File: config.mk
export PLATFORM = sky130hd
export DESIGN_NAME = base64url_strict_decoder_unit
export DESIGN_NICKNAME = d
export VERILOG_FILES = /design/src/b64u_pkg.sv /design/src/b64u_char_map.sv /design/src/b64u_step.sv /design/src/base64url_strict_decoder_unit.sv
export SDC_FILE = /design/constraint.sdc
export NUM_CORES = 1
export LEC_CHECK = 0
export BUFFER_PORTS_ARGS = -buffer_cell sky130_fd_sc_hd__buf_2
export CORE_MARGIN = 1
export CORE_UTILIZATION = 59
export CTS_CLUSTER_DIAMETER = 100
export DETAILED_ROUTE_END_ITERATION = 16
export MAX_ROUTING_LAYER = met4
export PLACE_DENSITY = 0.8
export RECOVER_POWER = 50
export SLEW_MARGIN = 20
export SYNTH_ARGS = -nofsm -noshare
export SYNTH_HDL_FRONTEND = slang
export SYNTH_HIERARCHICAL = 1
export SYNTH_SLANG_ARGS = --single-unit
File: constraint.sdc
create_clock -name clock -period 3 [get_ports clock]
set_input_delay 0.15 -clock clock [delete_from_list [all_inputs] [get_ports clock]]
set_output_delay 0.15 -clock clock [all_outputs]
set_load 0.005 [all_outputs]
File: src/b64u_pkg.sv
// ----------------------------------------------------------------------------
// b64u_pkg
// Shared types and constants for the strict base64url decoder.
// ----------------------------------------------------------------------------
package b64u_pkg;

   // Command codes carried with each input transaction.
   localparam logic CMD_CHAR = 1'b0;
   localparam logic CMD_END  = 1'b1;

   // Characters with special meaning.
   localparam logic [7:0] CHAR_PAD   = 8'h3D;  // '='
   localparam logic [7:0] CHAR_DASH  = 8'h2D;  // '-'
   localparam logic [7:0] CHAR_UNDER = 8'h5F;  // '_'
   localparam logic [7:0] CHAR_UC_A  = 8'h41;  // 'A'
   localparam logic [7:0] CHAR_UC_Z  = 8'h5A;  // 'Z'
   localparam logic [7:0] CHAR_LC_A  = 8'h61;  // 'a'
   localparam logic [7:0] CHAR_LC_Z  = 8'h7A;  // 'z'
   localparam logic [7:0] CHAR_D0    = 8'h30;  // '0'
   localparam logic [7:0] CHAR_D9    = 8'h39;  // '9'

   // Sextet offsets of the alphabet ranges.
   localparam logic [5:0] SEXTET_LC_BASE = 6'd26;
   localparam logic [5:0] SEXTET_D_BASE  = 6'd52;
   localparam logic [5:0] SEXTET_DASH    = 6'd62;
   localparam logic [5:0] SEXTET_UNDER   = 6'd63;

   // Pads allowed in one message.
   localparam logic [1:0] PAD_MAX = 2'd2;

   typedef struct packed {
      logic [1:0] group_pos;
      logic [5:0] prev_sextet;
      logic [1:0] pad_count;
      logic       error_flag;
   } state_type;

   typedef struct packed {
      logic       is_status;
      logic [7:0] data_out;
      logic       malformed;
   } result_type;

   typedef struct packed {
      logic       valid;
      logic [5:0] sextet;
   } sextet_type;

endpackage

File: src/b64u_char_map.sv
// ----------------------------------------------------------------------------
// b64u_char_map
// Maps one character of the URL-safe alphabet to its 6-bit value.
// ----------------------------------------------------------------------------
module b64u_char_map (
   input  logic [7:0]          char_in,
   output b64u_pkg::sextet_type sextet
);

   logic [7:0] diff;

   always_comb begin
      diff   = 8'd0;
      sextet = '0;
      if (char_in >= b64u_pkg::CHAR_UC_A && char_in <= b64u_pkg::CHAR_UC_Z) begin
         diff          = char_in - b64u_pkg::CHAR_UC_A;
         sextet.valid  = 1'b1;
         sextet.sextet = diff[5:0];
      end else if (char_in >= b64u_pkg::CHAR_LC_A && char_in <= b64u_pkg::CHAR_LC_Z) begin
         diff          = char_in - b64u_pkg::CHAR_LC_A;
         sextet.valid  = 1'b1;
         sextet.sextet = diff[5:0] + b64u_pkg::SEXTET_LC_BASE;
      end else if (char_in >= b64u_pkg::CHAR_D0 && char_in <= b64u_pkg::CHAR_D9) begin
         diff          = char_in - b64u_pkg::CHAR_D0;
         sextet.valid  = 1'b1;
         sextet.sextet = diff[5:0] + b64u_pkg::SEXTET_D_BASE;
      end else if (char_in == b64u_pkg::CHAR_DASH) begin
         sextet.valid  = 1'b1;
         sextet.sextet = b64u_pkg::SEXTET_DASH;
      end else if (char_in == b64u_pkg::CHAR_UNDER) begin
         sextet.valid  = 1'b1;
         sextet.sextet = b64u_pkg::SEXTET_UNDER;
      end
   end

endmodule

File: src/b64u_step.sv
// ----------------------------------------------------------------------------
// b64u_step
// Next-state and result logic for one registered transaction.
// ----------------------------------------------------------------------------
module b64u_step (
   input  b64u_pkg::state_type  state,
   input  logic                 command,
   input  logic [7:0]           char_in,
   output b64u_pkg::state_type  state_next,
   output logic                 emit,
   output b64u_pkg::result_type result
);

   b64u_pkg::sextet_type sx;
   logic [2:0]           pad_sum;
   logic                 bad;

   b64u_char_map u_char_map (
      .char_in (char_in),
      .sextet  (sx)
   );

   always_comb begin
      state_next = state;
      emit       = 1'b0;
      result     = '0;
      pad_sum    = {1'b0, state.pad_count} + {1'b0, state.group_pos};
      bad        = 1'b0;

      if (command == b64u_pkg::CMD_END) begin
         bad = state.error_flag
               || (state.group_pos == 2'd1)
               || ((state.pad_count != 2'd0)
                   && ((state.group_pos == 2'd0) || (pad_sum != 3'd4)))
               || ((state.group_pos == 2'd2) && (state.prev_sextet[3:0] != 4'd0))
               || ((state.group_pos == 2'd3) && (state.prev_sextet[1:0] != 2'd0));
         emit             = 1'b1;
         result.is_status = 1'b1;
         result.malformed = bad;
         state_next       = '0;
      end else if (char_in == b64u_pkg::CHAR_PAD) begin
         if (state.pad_count >= b64u_pkg::PAD_MAX) begin
            state_next.error_flag = 1'b1;
         end else begin
            state_next.pad_count = state.pad_count + 2'd1;
         end
      end else if (!sx.valid || (state.pad_count != 2'd0)) begin
         // Unknown character, or payload after a pad.
         state_next.error_flag = 1'b1;
      end else begin
         case (state.group_pos)
            2'd1: result.data_out = {state.prev_sextet, sx.sextet[5:4]};
            2'd2: result.data_out = {state.prev_sextet[3:0], sx.sextet[5:2]};
            2'd3: result.data_out = {state.prev_sextet[1:0], sx.sextet};
            default: result.data_out = 8'd0;
         endcase
         emit                   = (state.group_pos != 2'd0);
         state_next.prev_sextet = sx.sextet;
         state_next.group_pos   = state.group_pos + 2'd1;
      end
   end

endmodule

File: src/base64url_strict_decoder_unit.sv
// ----------------------------------------------------------------------------
// base64url_strict_decoder_unit
// Streaming strict base64url decoder with an end-of-message status.
// ----------------------------------------------------------------------------
// One character or end mark is taken per clock while req_ready is high; a
// transaction enters an input register, is decoded from there against the
// group state, and its result (if any) lands in the output register. The only
// loop is the small group state updated at most once per cycle, which sets the
// rate of one transaction per cycle while the result side keeps taking results.
// Data bytes are emitted as decoded; the status result at the end mark reports
// whether the message was malformed, and the consumer discards bytes then.
// ----------------------------------------------------------------------------
module base64url_strict_decoder_unit (
   input  logic       clock,
   input  logic       reset,
   input  logic       req_valid,
   output logic       req_ready,
   input  logic       req_command,
   input  logic [7:0] req_char_in,
   output logic       rsp_valid,
   input  logic       rsp_ready,
   output logic       rsp_is_status,
   output logic [7:0] rsp_data_out,
   output logic       rsp_malformed
);

   logic                 in_valid_ff, in_valid_in;
   logic                 in_command_ff, in_command_in;
   logic [7:0]           in_char_ff, in_char_in;
   b64u_pkg::state_type  state_ff, state_in;
   logic                 out_valid_ff, out_valid_in;
   b64u_pkg::result_type out_ff, out_in;

   b64u_pkg::state_type  state_next;
   logic                 emit;
   b64u_pkg::result_type result;
   logic                 advance;
   logic                 fire;

   b64u_step u_step (
      .state      (state_ff),
      .command    (in_command_ff),
      .char_in    (in_char_ff),
      .state_next (state_next),
      .emit       (emit),
      .result     (result)
   );

   // The decode stage moves whenever the output register is free or draining.
   assign advance   = !out_valid_ff || rsp_ready;
   assign fire      = in_valid_ff && advance;
   assign req_ready = !in_valid_ff || advance;

   always_comb begin
      in_valid_in   = in_valid_ff;
      in_command_in = in_command_ff;
      in_char_in    = in_char_ff;
      state_in      = state_ff;
      out_valid_in  = out_valid_ff;
      out_in        = out_ff;
      if (advance) begin
         out_valid_in = fire && emit;
         out_in       = result;
      end
      if (fire) begin
         state_in = state_next;
      end
      if (req_ready) begin
         in_valid_in   = req_valid;
         in_command_in = req_command;
         in_char_in    = req_char_in;
      end
   end

   always_ff @(posedge clock) begin
      if (reset) begin
         in_valid_ff  <= 1'b0;
         out_valid_ff <= 1'b0;
         state_ff     <= '0;
      end else begin
         in_valid_ff  <= in_valid_in;
         out_valid_ff <= out_valid_in;
         state_ff     <= state_in;
      end
   end

   always_ff @(posedge clock) begin
      in_command_ff <= in_command_in;
      in_char_ff    <= in_char_in;
      out_ff        <= out_in;
   end

   assign rsp_valid     = out_valid_ff;
   assign rsp_is_status = out_ff.is_status;
   assign rsp_data_out  = out_ff.data_out;
   assign rsp_malformed = out_ff.malformed;

   a_status_no_data: assert property (@(posedge clock) disable iff (reset)
      (rsp_valid && rsp_is_status) |-> (rsp_data_out == 8'd0))
      else $error("status result carries nonzero data");

   a_data_not_malformed: assert property (@(posedge clock) disable iff (reset)
      (rsp_valid && !rsp_is_status) |-> !rsp_malformed)
      else $error("data result flagged malformed");

   a_end_clears_state: assert property (@(posedge clock) disable iff (reset)
      (fire && in_command_ff == b64u_pkg::CMD_END) |=> (state_ff == '0))
      else $error("state not cleared after end of message");

   a_pad_saturates: assert property (@(posedge clock) disable iff (reset)
      state_ff.pad_count != 2'd3)
      else $error("pad count beyond two");

   a_ready_when_drained: assert property (@(posedge clock) disable iff (reset)
      !rsp_valid |-> req_ready)
      else $error("input stalled with empty output register");

endmodule
---- After elaboration in Yosys (flattened, before gate mapping) ----
Cells that the tools add are included.
word-level totals
  output and inout port bits .............. 12
  word-level logic and storage cells ...... 85
  register bits after elaboration ......... 32
  input port bits ......................... 13
operators by class
  mux-type cells .......................... 18
  reductions and logical operators ........ 30
  magnitude comparators ................... 7
  add/sub/neg operators ................... 8
  equal/unequal tests ..................... 11
operators by type and width
  operator                                              number
  2-to-1 mux 7 bit                                      5
  one-hot mux 8 bit (3 select lines)                    1
  == test 8 x 6 -> 1 bit (second input constant)        2
  >= comparator 8 x 7 -> 1 bit (second input constant)  2
  <= comparator 8 x 7 -> 1 bit (second input constant)  2
  2-to-1 mux 8 bit                                      2
  subtractor 6 bit (second input constant)              2
  2-to-1 mux 11 bit                                     1
  AND reduction 3 bit                                   3
  == test 8 x 7 -> 1 bit (second input constant)        1
  >= comparator 8 x 6 -> 1 bit (second input constant)  1
  <= comparator 8 x 6 -> 1 bit (second input constant)  1
  logical AND 1 bit                                     8
  logical OR 1 bit                                      8
  nonzero test 2 bit                                    4
  2-to-1 mux 1 bit                                      7
  adder 6 x 5 -> 6 bit (second input constant)          1
  adder 6 bit (second input constant)                   1
  inequality test 2 bit (second input constant)         3
  inequality test 3 bit (second input constant)         2
  subtractor 6 x 1 -> 6 bit (second input constant)     1
  adder 2 x 1 -> 2 bit (second input constant)          2
  == test 2 bit (second input constant)                 2
  2-to-1 mux 2 bit                                      2
  8 further kinds                                       10

---- Logic depth before layout (Yosys ltp) ----
Gate-level depths: netlist of the first run.
  depth after elaboration ................. 12
  depth in mapped cells ................... 12
  mapped depth without buffers ............ 11

---- Modules after synthesis ----
The synthesis of the first run kept the hierarchy.
modules (own cells, without submodules)
  module                         sequential area each (um^2)  times used  cells each  area each (um^2)
  base64url_strict_decoder_unit  830.8                        1           78          1083.5
  b64u_char_map                  0.0                          1           92          696.9
  b64u_step                      0.0                          1           85          589.3

---- Worst setup path after synthesis of the first run ----
Ideal clock, no wire load.
  path kind ............................... reg2reg
  start ................................... reg in_char_ff[2]
  end ..................................... reg state_ff[9] (netlist name)
  clock period less this slack ............ 2564 ps
  stages on the path, launching flop included .. 13
  required time ........................... 2868 ps
  library setup time ...................... 132 ps
  arrival ................................. 2432 ps
  buffers on the path ..................... 1
  setup slack ............................. 436 ps
  cell sequence ........................... edfxtp_1 > inv_1 > ha_1 > a21o_4 > nand4_2 > o2111a_1 > or2_1 > and2_1 > o21a_1 > buf_6 > mux2_4 > nand3_1 > a21oi_1
RTL lines
  item                      line                                 text
  start: declaration        base64url_strict_decoder_unit.sv:29  logic [7:0] in_char_ff, in_char_in;
  start signal: assignment  base64url_strict_decoder_unit.sv:89  in_char_ff <= in_char_in;
  end signal: assignment    base64url_strict_decoder_unit.sv:83  state_ff <= state_in;
  end: declaration          base64url_strict_decoder_unit.sv:30  b64u_pkg::state_type state_ff, state_in;

==> tab_implementation.tex, run 1 <==
\begin{tabular}{lr}
\hline
Metric & Value \\
\hline
\multicolumn{2}{l}{\textbf{STA}} \\
Pins Over Slew Limit & 0 \\
Slew Limit Headroom & 36.98\% \\
Sum of negative setup slack & 0 ps \\
Min cycle time layout & 2770 ps \\
Clock skew after layout & 10.33 ps \\
Setup violators final & 0 \\
Total count of hold-check failures in the final report & 0 \\
Setup repair after global routing missed its margin & no \\
Transition time of the tightest slew-check pin & 943.3 ps \\
Maximum achievable frequency & 361.0 MHz \\
Period utilization & 92.35\% \\
\multicolumn{2}{l}{\textbf{Synthesis}} \\
Leading cell types by count after synthesis & 20 x a21oi\_1, 19 x edfxtp\_1, 19 x nand2\_1 \\
Share of flip-flops with an asynchronous set or reset after synthesis & 0\% \\
Synthesis-stage register bit count & 32 \\
Main area contributors after synthesis & edfxtp\_1 24\%, dfxtp\_1 11\%, ha\_1 9.0\% \\
Part of the Yosys area used for sequential elements & 35.06\% \\
Xor/xnor share of the synthesized area & 0.3696\% \\
Cell area after technology mapping & 2370 um\^{}2 \\
Fraction of the mapped netlist area in simple logic gates & 19.59\% \\
Top cell type's share of synthesized area & 24.08\% \\
Number of instances in the synthesized netlist & 255 \\
Synth warnings & 6 \\
Adder and majority gate portion of the synthesized area & 9.820\% \\
Synthesized area per cell & 9.293 um\^{}2 \\
Count of flip-flops with a built-in enable after synthesis & 19 \\
Dominant combinational cell family by area after synthesis & compound AO/OA/AOI/OAI gates \\
Net count of the mapped netlist & 286 \\
Post-synthesis mux area share & 3.590\% \\
Cell type with the highest aggregate area in the netlist & edfxtp\_1 \\
Most frequent cell after synthesis & a21oi\_1 \\
Synthesized-area fraction occupied by ao, oa, aoi and oai cells & 24.18\% \\
Dominant register cell in the synthesized netlist & edfxtp\_1 \\
Count of distinct cell types in the synthesized netlist & 56 \\
\multicolumn{2}{l}{\textbf{Drt}} \\
WL met2 & 2285 um \\
Count of nets left with antenna violations after detail routing & 0 \\
Total Routed Length & 5102 um \\
Via count & 2,071 \\
Wire length on met1 & 2412 um \\
Detailed-router iteration count before antenna repair & 7 \\
Initial DRC Count & 281 \\
Average via count per standard cell & 6.314 \\
Average wire length per cell after detail routing & 15.55 um \\
Top Layer Used & met4 \\
Met3 layer wire length in the routed design & 339 um \\
DRC viols & 0 \\
\multicolumn{2}{l}{\textbf{Clocking}} \\
Clock tree buffer depth & 2 \\
H-tree depth & 2 \\
Clock tree from TritonCTS & built \\
Number of buffers created by CTS & 5 \\
Number of gates resized after cts & 0 \\
Later-pin clock latency in the skew report & 290 ps \\
Hold bufs inserted after CTS & 0 \\
Clock transition at the registers of the reported paths & 70 ps \\
Number of setup buffers added after CTS & 0 \\
Clock sinks & 32 \\
Root buffer selected by CTS & clkbuf\_8 \\
\multicolumn{2}{l}{\textbf{Pwr}} \\
Total power divided by cell area & 376.9 nW/um\^{}2 \\
Reported leakage power & 0.9690 nW \\
Peak ir drop on the vdd network & 0.3046 mV \\
Pwr Total & 0.9714 mW \\
\multicolumn{2}{l}{\textbf{GRT}} \\
Global-route total usage across every layer & 27.47\% \\
Residual overflow from global routing & 0 \\
Number of global-route vias before repair & 1,853 \\
Number of antenna violations at the first check in global routing & 0 \\
Global-route wire length before repair & 8783 um \\
Pin count of the biggest net entering global routing & 23 \\
\multicolumn{2}{l}{\textbf{Critical path}} \\
Crit Path Max Fanout & 10 \\
Reg-to-reg slack, setup & 230 ps \\
Crit start category & flip-flop \\
CP Data Arrival Time & 2940 ps \\
Startpoint-to-endpoint class of the critical path & flip-flop to flip-flop \\
Kind of end point of the critical path & flip-flop \\
Worst path required time & 3170 ps \\
\multicolumn{2}{l}{\textbf{Place}} \\
Placed Cells & 320 \\
Estimated wirelength of the detail-placed design & 3744 um \\
Input/output buffers & 24 \\
GP Congestion & 0.9236 \\
\multicolumn{2}{l}{\textbf{Layout}} \\
Number of nets in the layout & 310 \\
Finished Layout Cells & 328 \\
Fraction of final layout cells with drive strength greater than 1 & 17.86\% \\
Antenna diode count & 0 \\
Area growth, synth to finish & 8.764\% \\
Final core utilization & 68.85\% \\
\multicolumn{2}{l}{\textbf{Floorplanning}} \\
Floorplan core area & 3744 um\^{}2 \\
Overall die height & 65.38 um \\
Die span in x & 65.38 um \\
Effective utilization at floorplan & 63.30\% \\
Placement Rows & 22 \\
Die Outline Area & 4274 um\^{}2 \\
Boundary pin count & 25 \\
\multicolumn{2}{l}{\textbf{Job}} \\
Number of violations of the max-capacitance limit & 0 \\
\multicolumn{2}{l}{\textbf{Min path}} \\
Tightest Hold Check Type & primary input to flip-flop \\
\multicolumn{2}{l}{\textbf{Status}} \\
Status & finished clean \\
\hline
\end{tabular}
==> cells by family after synthesis <==
family / Yosys count
xor gates and xnor gates: 1
adders and majority gates: 18
muxes: 8
AOI/OAI and AO/OA: 78
DFF: 32
and+or+nand+nor: 84
buffers and inverters: 34
==> cells in the final DEF, fill, tap and decap left out, types with 4 or more instances in the layout <==
cell and n:
clkbuf_1 8, o21ai_0 5, nand2_1 19, inv_1 18, buf_4 8, o21ai_1 14
clkbuf_8 5, a222oi_1 7, o211ai_1 4, ha_1 17, mux2i_1 7, dfxtp_1 13
nor2_1 17, edfxtp_1 19, a21oi_1 20, nand3_1 16, nor3_1 5, buf_2 16
==> sequential cells by signal, indices dropped and copies added, names as in the netlist <==
register and count:
rsp_malformed 1, state_ff 11, rsp_is_status 1, rsp_valid 1
in_char_ff 8, rsp_data_out 8, in_valid_ff 1, in_command_ff 1
==> stage by stage <==
stage               hold slack [ps]  setup WS, ps  area [um^2]
finish                        40.33         229.6         2577
global route                  34.21         13.96         2577
CTS                           34.87         133.1         2594
detailed placement            328.1         158.4         2506
global placement              326.0         203.6         2506
floorplan                     219.1         436.2         2370
==> report_power, final <==
| part | internal (mW) | leakage, nW | switching [mW] |
|---|---|---|---|
| Sequential | 0.478 | 0.320 | 0.0183 |
| Clock | 0.161 | 0.0479 | 0.166 |
| Combinational | 0.0615 | 0.601 | 0.0864 |
==> per-layer routing <==
layer	up-vias	track usage (%)
met5	-	-
met4	0	7.609
met3	8	4.861
met2	102	42.01
met1	964	37.44
li1	997	-
==> final timing paths <==
path                  from             to  cells past startpoint
min            req_command  in_command_ff                      1
max reg2reg  in_char_ff[3]    state_ff[9]                     11
min reg2reg    state_ff[7]    state_ff[7]                      2
max          in_char_ff[3]    state_ff[9]                     11
==> critical path, stage by stage, from the launching register on <==
cell and delay, ps:
edfxtp_1 540, inv_1 200, ha_1 200, inv_1 60, o211ai_2 300, o2111a_1 270
or2_1 110, and2_1 160, o21a_2 340, mux2_4 330, nand3_1 80, a21oi_1 80
==> cell type report <==
class / instances / area, um^2
Multi-Input combinational cell: 189 / 1358
Fill cell: 313 / 1166
Sequential cell: 32 / 830.8
Timing Repair Buffer: 32 / 170.2
Inverter: 19 / 71.32
Clock buffer: 5 / 68.82
Tap cell: 48 / 60.06
Clock inverter: 3 / 18.77
Note: power is estimated with default switching activity, not from simulation.
==> run 2: changes to the inputs <==
--- a/config.mk
+++ b/config.mk
@@ -7,11 +7,10 @@
 export LEC_CHECK = 0
 export BUFFER_PORTS_ARGS = -buffer_cell sky130_fd_sc_hd__buf_2
 export CORE_MARGIN = 1
-export CORE_UTILIZATION = 59
+export CORE_UTILIZATION = 25
 export CTS_CLUSTER_DIAMETER = 100
 export DETAILED_ROUTE_END_ITERATION = 16
 export MAX_ROUTING_LAYER = met4
-export PLACE_DENSITY = 0.8
 export RECOVER_POWER = 50
 export SLEW_MARGIN = 20
 export SYNTH_ARGS = -nofsm -noshare
==> run 2 against run 1 <==
Hold slack better by 2.9 ps. Maximum frequency decreased by 0.25%. Die area grew 130%. Non-clock buffer count stayed put. First-iteration DRC count fell by 39%. Clock power increased by 2%. Final cell count grew 19%. Critical path type unchanged. Largest power group unchanged. Highest routed layer unchanged.
==> tab_implementation.tex, run 2 (synthesis results as in run 1) <==
\begin{tabular}{lr}
\hline
Metric & Value \\
\hline
\multicolumn{2}{l}{\textbf{Drt}} \\
Initial DRC Count & 172 \\
Average via count per standard cell & 5.230 \\
Detailed-router iteration count before antenna repair & 7 \\
Wire length on met1 & 2676 um \\
Via count & 2,045 \\
Average wire length per cell after detail routing & 14.10 um \\
Top Layer Used & met4 \\
WL met2 & 2436 um \\
DRC viols & 0 \\
Total Routed Length & 5512 um \\
Met3 layer wire length in the routed design & 358 um \\
Count of nets left with antenna violations after detail routing & 0 \\
\multicolumn{2}{l}{\textbf{Place}} \\
Input/output buffers & 24 \\
Estimated wirelength of the detail-placed design & 4151 um \\
GP Congestion & 0.9235 \\
Cell area after placement & 2570 um\^{}2 \\
\multicolumn{2}{l}{\textbf{Pwr}} \\
Reported leakage power & 0.9782 nW \\
Total power divided by cell area & 367.6 nW/um\^{}2 \\
Peak ir drop on the vdd network & 0.2314 mV \\
\multicolumn{2}{l}{\textbf{Critical path}} \\
Reg-to-Reg End & rsp\_data\_out[2] \\
Top delay family on crit path & compound AO/OA/AOI/OAI gates \\
Crit Path Max Fanout & 7 \\
Crit start category & flip-flop \\
Register-to-Register Path Depth & 10 \\
R2r startpoint & in\_char\_ff[2] \\
Worst Path Buf+Inv & 2 \\
CP peak stage delay & 490 ps \\
Startpoint-to-endpoint class of the critical path & flip-flop to flip-flop \\
Slowest cell on the critical path & edfxtp\_1 \\
CP Capture Point & rsp\_data\_out[2] \\
WP depth & 10 \\
CP Data Arrival Time & 2780 ps \\
Kind of end point of the critical path & flip-flop \\
Worst setup path start & in\_char\_ff[2] \\
Worst path required time & 3000 ps \\
Reg-to-reg slack, setup & 220 ps \\
CP cell instances & inv\_1, ha\_1, a21o\_4, nand4\_2, o2111a\_1, buf\_4, a211oi\_1, nor3\_1, a222oi\_1, nor2\_1 \\
\multicolumn{2}{l}{\textbf{STA}} \\
Period utilization & 92.58\% \\
Setup repair after global routing missed its margin & no \\
Slew Limit Headroom & 33.67\% \\
Transition time of the tightest slew-check pin & 992.9 ps \\
Min cycle time layout & 2777 ps \\
Hold Worst Slack & 43.21 ps \\
Clock skew after layout & 9.698 ps \\
Sum of negative setup slack & 0 ps \\
Total count of hold-check failures in the final report & 0 \\
Maximum achievable frequency & 360.0 MHz \\
Setup violators final & 0 \\
Pins Over Slew Limit & 0 \\
\multicolumn{2}{l}{\textbf{Layout}} \\
Antenna diode count & 0 \\
Max reg flops & 11 \\
Fraction of final layout cells with drive strength greater than 1 & 18.21\% \\
Number of nets in the layout & 310 \\
Most frequent cells in the layout & 20 x a21oi\_1, 19 x nand2\_1, 19 x edfxtp\_1, 19 x buf\_2, 18 x inv\_1 \\
Layout Cell Area excl Fill & 2663 um\^{}2 \\
Largest register by flop count & state\_ff \\
Number of fill cells in the layout & 989 \\
Area growth, synth to finish & 12.35\% \\
Commonest non-fill, non-tap cell in the layout & a21oi\_1 \\
Final core utilization & 28.95\% \\
\multicolumn{2}{l}{\textbf{Clocking}} \\
Clock tree buffer depth & 2 \\
Later-pin clock latency in the skew report & 280 ps \\
Clock tree from TritonCTS & built \\
Root buffer selected by CTS & clkbuf\_8 \\
Number of buffers created by CTS & 5 \\
Hold bufs inserted after CTS & 0 \\
Clock transition at the registers of the reported paths & 70 ps \\
H-tree depth & 2 \\
Clock sinks & 32 \\
\multicolumn{2}{l}{\textbf{GRT}} \\
Number of global-route vias before repair & 1,956 \\
Number of antenna violations at the first check in global routing & 0 \\
Pin count of the biggest net entering global routing & 23 \\
Global-route wire length before repair & 9259 um \\
Residual overflow from global routing & 0 \\
Global-route total usage across every layer & 11.94\% \\
\multicolumn{2}{l}{\textbf{Min path}} \\
Tightest Hold Check Type & primary input to flip-flop \\
\multicolumn{2}{l}{\textbf{Floorplanning}} \\
Placement Rows & 35 \\
Floorplan core area & 9196 um\^{}2 \\
Boundary pin count & 25 \\
Die span in x & 99.36 um \\
Overall die height & 99.36 um \\
Die Outline Area & 9872 um\^{}2 \\
Effective utilization at floorplan & 25.77\% \\
\multicolumn{2}{l}{\textbf{Status}} \\
Status & finished clean \\
\multicolumn{2}{l}{\textbf{Job}} \\
Number of violations of the max-capacitance limit & 0 \\
\hline
\end{tabular}
-- run 2: cell types whose count changed in the layout (fill, tap and decap cells not counted), sizes merged --
cell and delta:
buf +3, clkinv -3
-- run 2: final cells by class --
type	instances	area, um^2	share of cell area [%]
timing repair buffer	32	173.9	6.532
clock buffer	8	90.09	3.383
inverter	19	71.32	2.679
multi-input combinational	189	1358	50.99
sequential	32	830.8	31.20
tap	111	138.9	5.216
-- run 2: how the worst min path moves through the flow --
stage,cells after the start,start,slack [ps],to
final,1,req_command,40,in_command_ff
after detailed placement,1,req_char_in[5],330,in_char_ff[5]
after global placement,1,req_char_in[5],330,in_char_ff[5]
after CTS,1,req_command,40,in_command_ff
after global routing,1,req_char_in[5],30,in_char_ff[5]
after floorplan,1,reset,220,rsp_valid
-- run 2: where the power goes --
part / total [mW] / switching (mW) / internal, mW
logic: 0.149 / 0.0867 / 0.0626
registers: 0.497 / 0.0187 / 0.478
clock network: 0.332 / 0.146 / 0.187
-- run 2: metrics by stage --
step	power (mW)	worst slack (ps)	std cells
2_1_floorplan	0.6142	436.2	255
3_3_place_gp	0.6528	211.5	381
3_5_place_dp	0.6535	126.7	381
4_1_cts	0.9888	129.8	389
5_1_grt	1.028	19.99	391
6_report	0.9788	222.5	391
-- run 2: worst register-to-register path: stages, from the launching register on --
cell and delay, ps:
edfxtp_1 490, inv_1 190, ha_1 280, a21o_4 170
nand4_2 120, o2111a_1 300, buf_4 160, a211oi_1 210
nor3_1 130, a222oi_1 390, nor2_1 70
-- run 2: repair_timing --
item / CTS / global route
buffers inserted: 0 / 2
endpoints found under the setup margin: 0 / 10
resized for setup: 0 / 1
-- run 2: metal layers --
metal	vias up	GRT usage, %
li1	998	-
met1	962	15.70
met2	78	18.48
met3	7	2.952
met4	0	2.715
met5	-	-
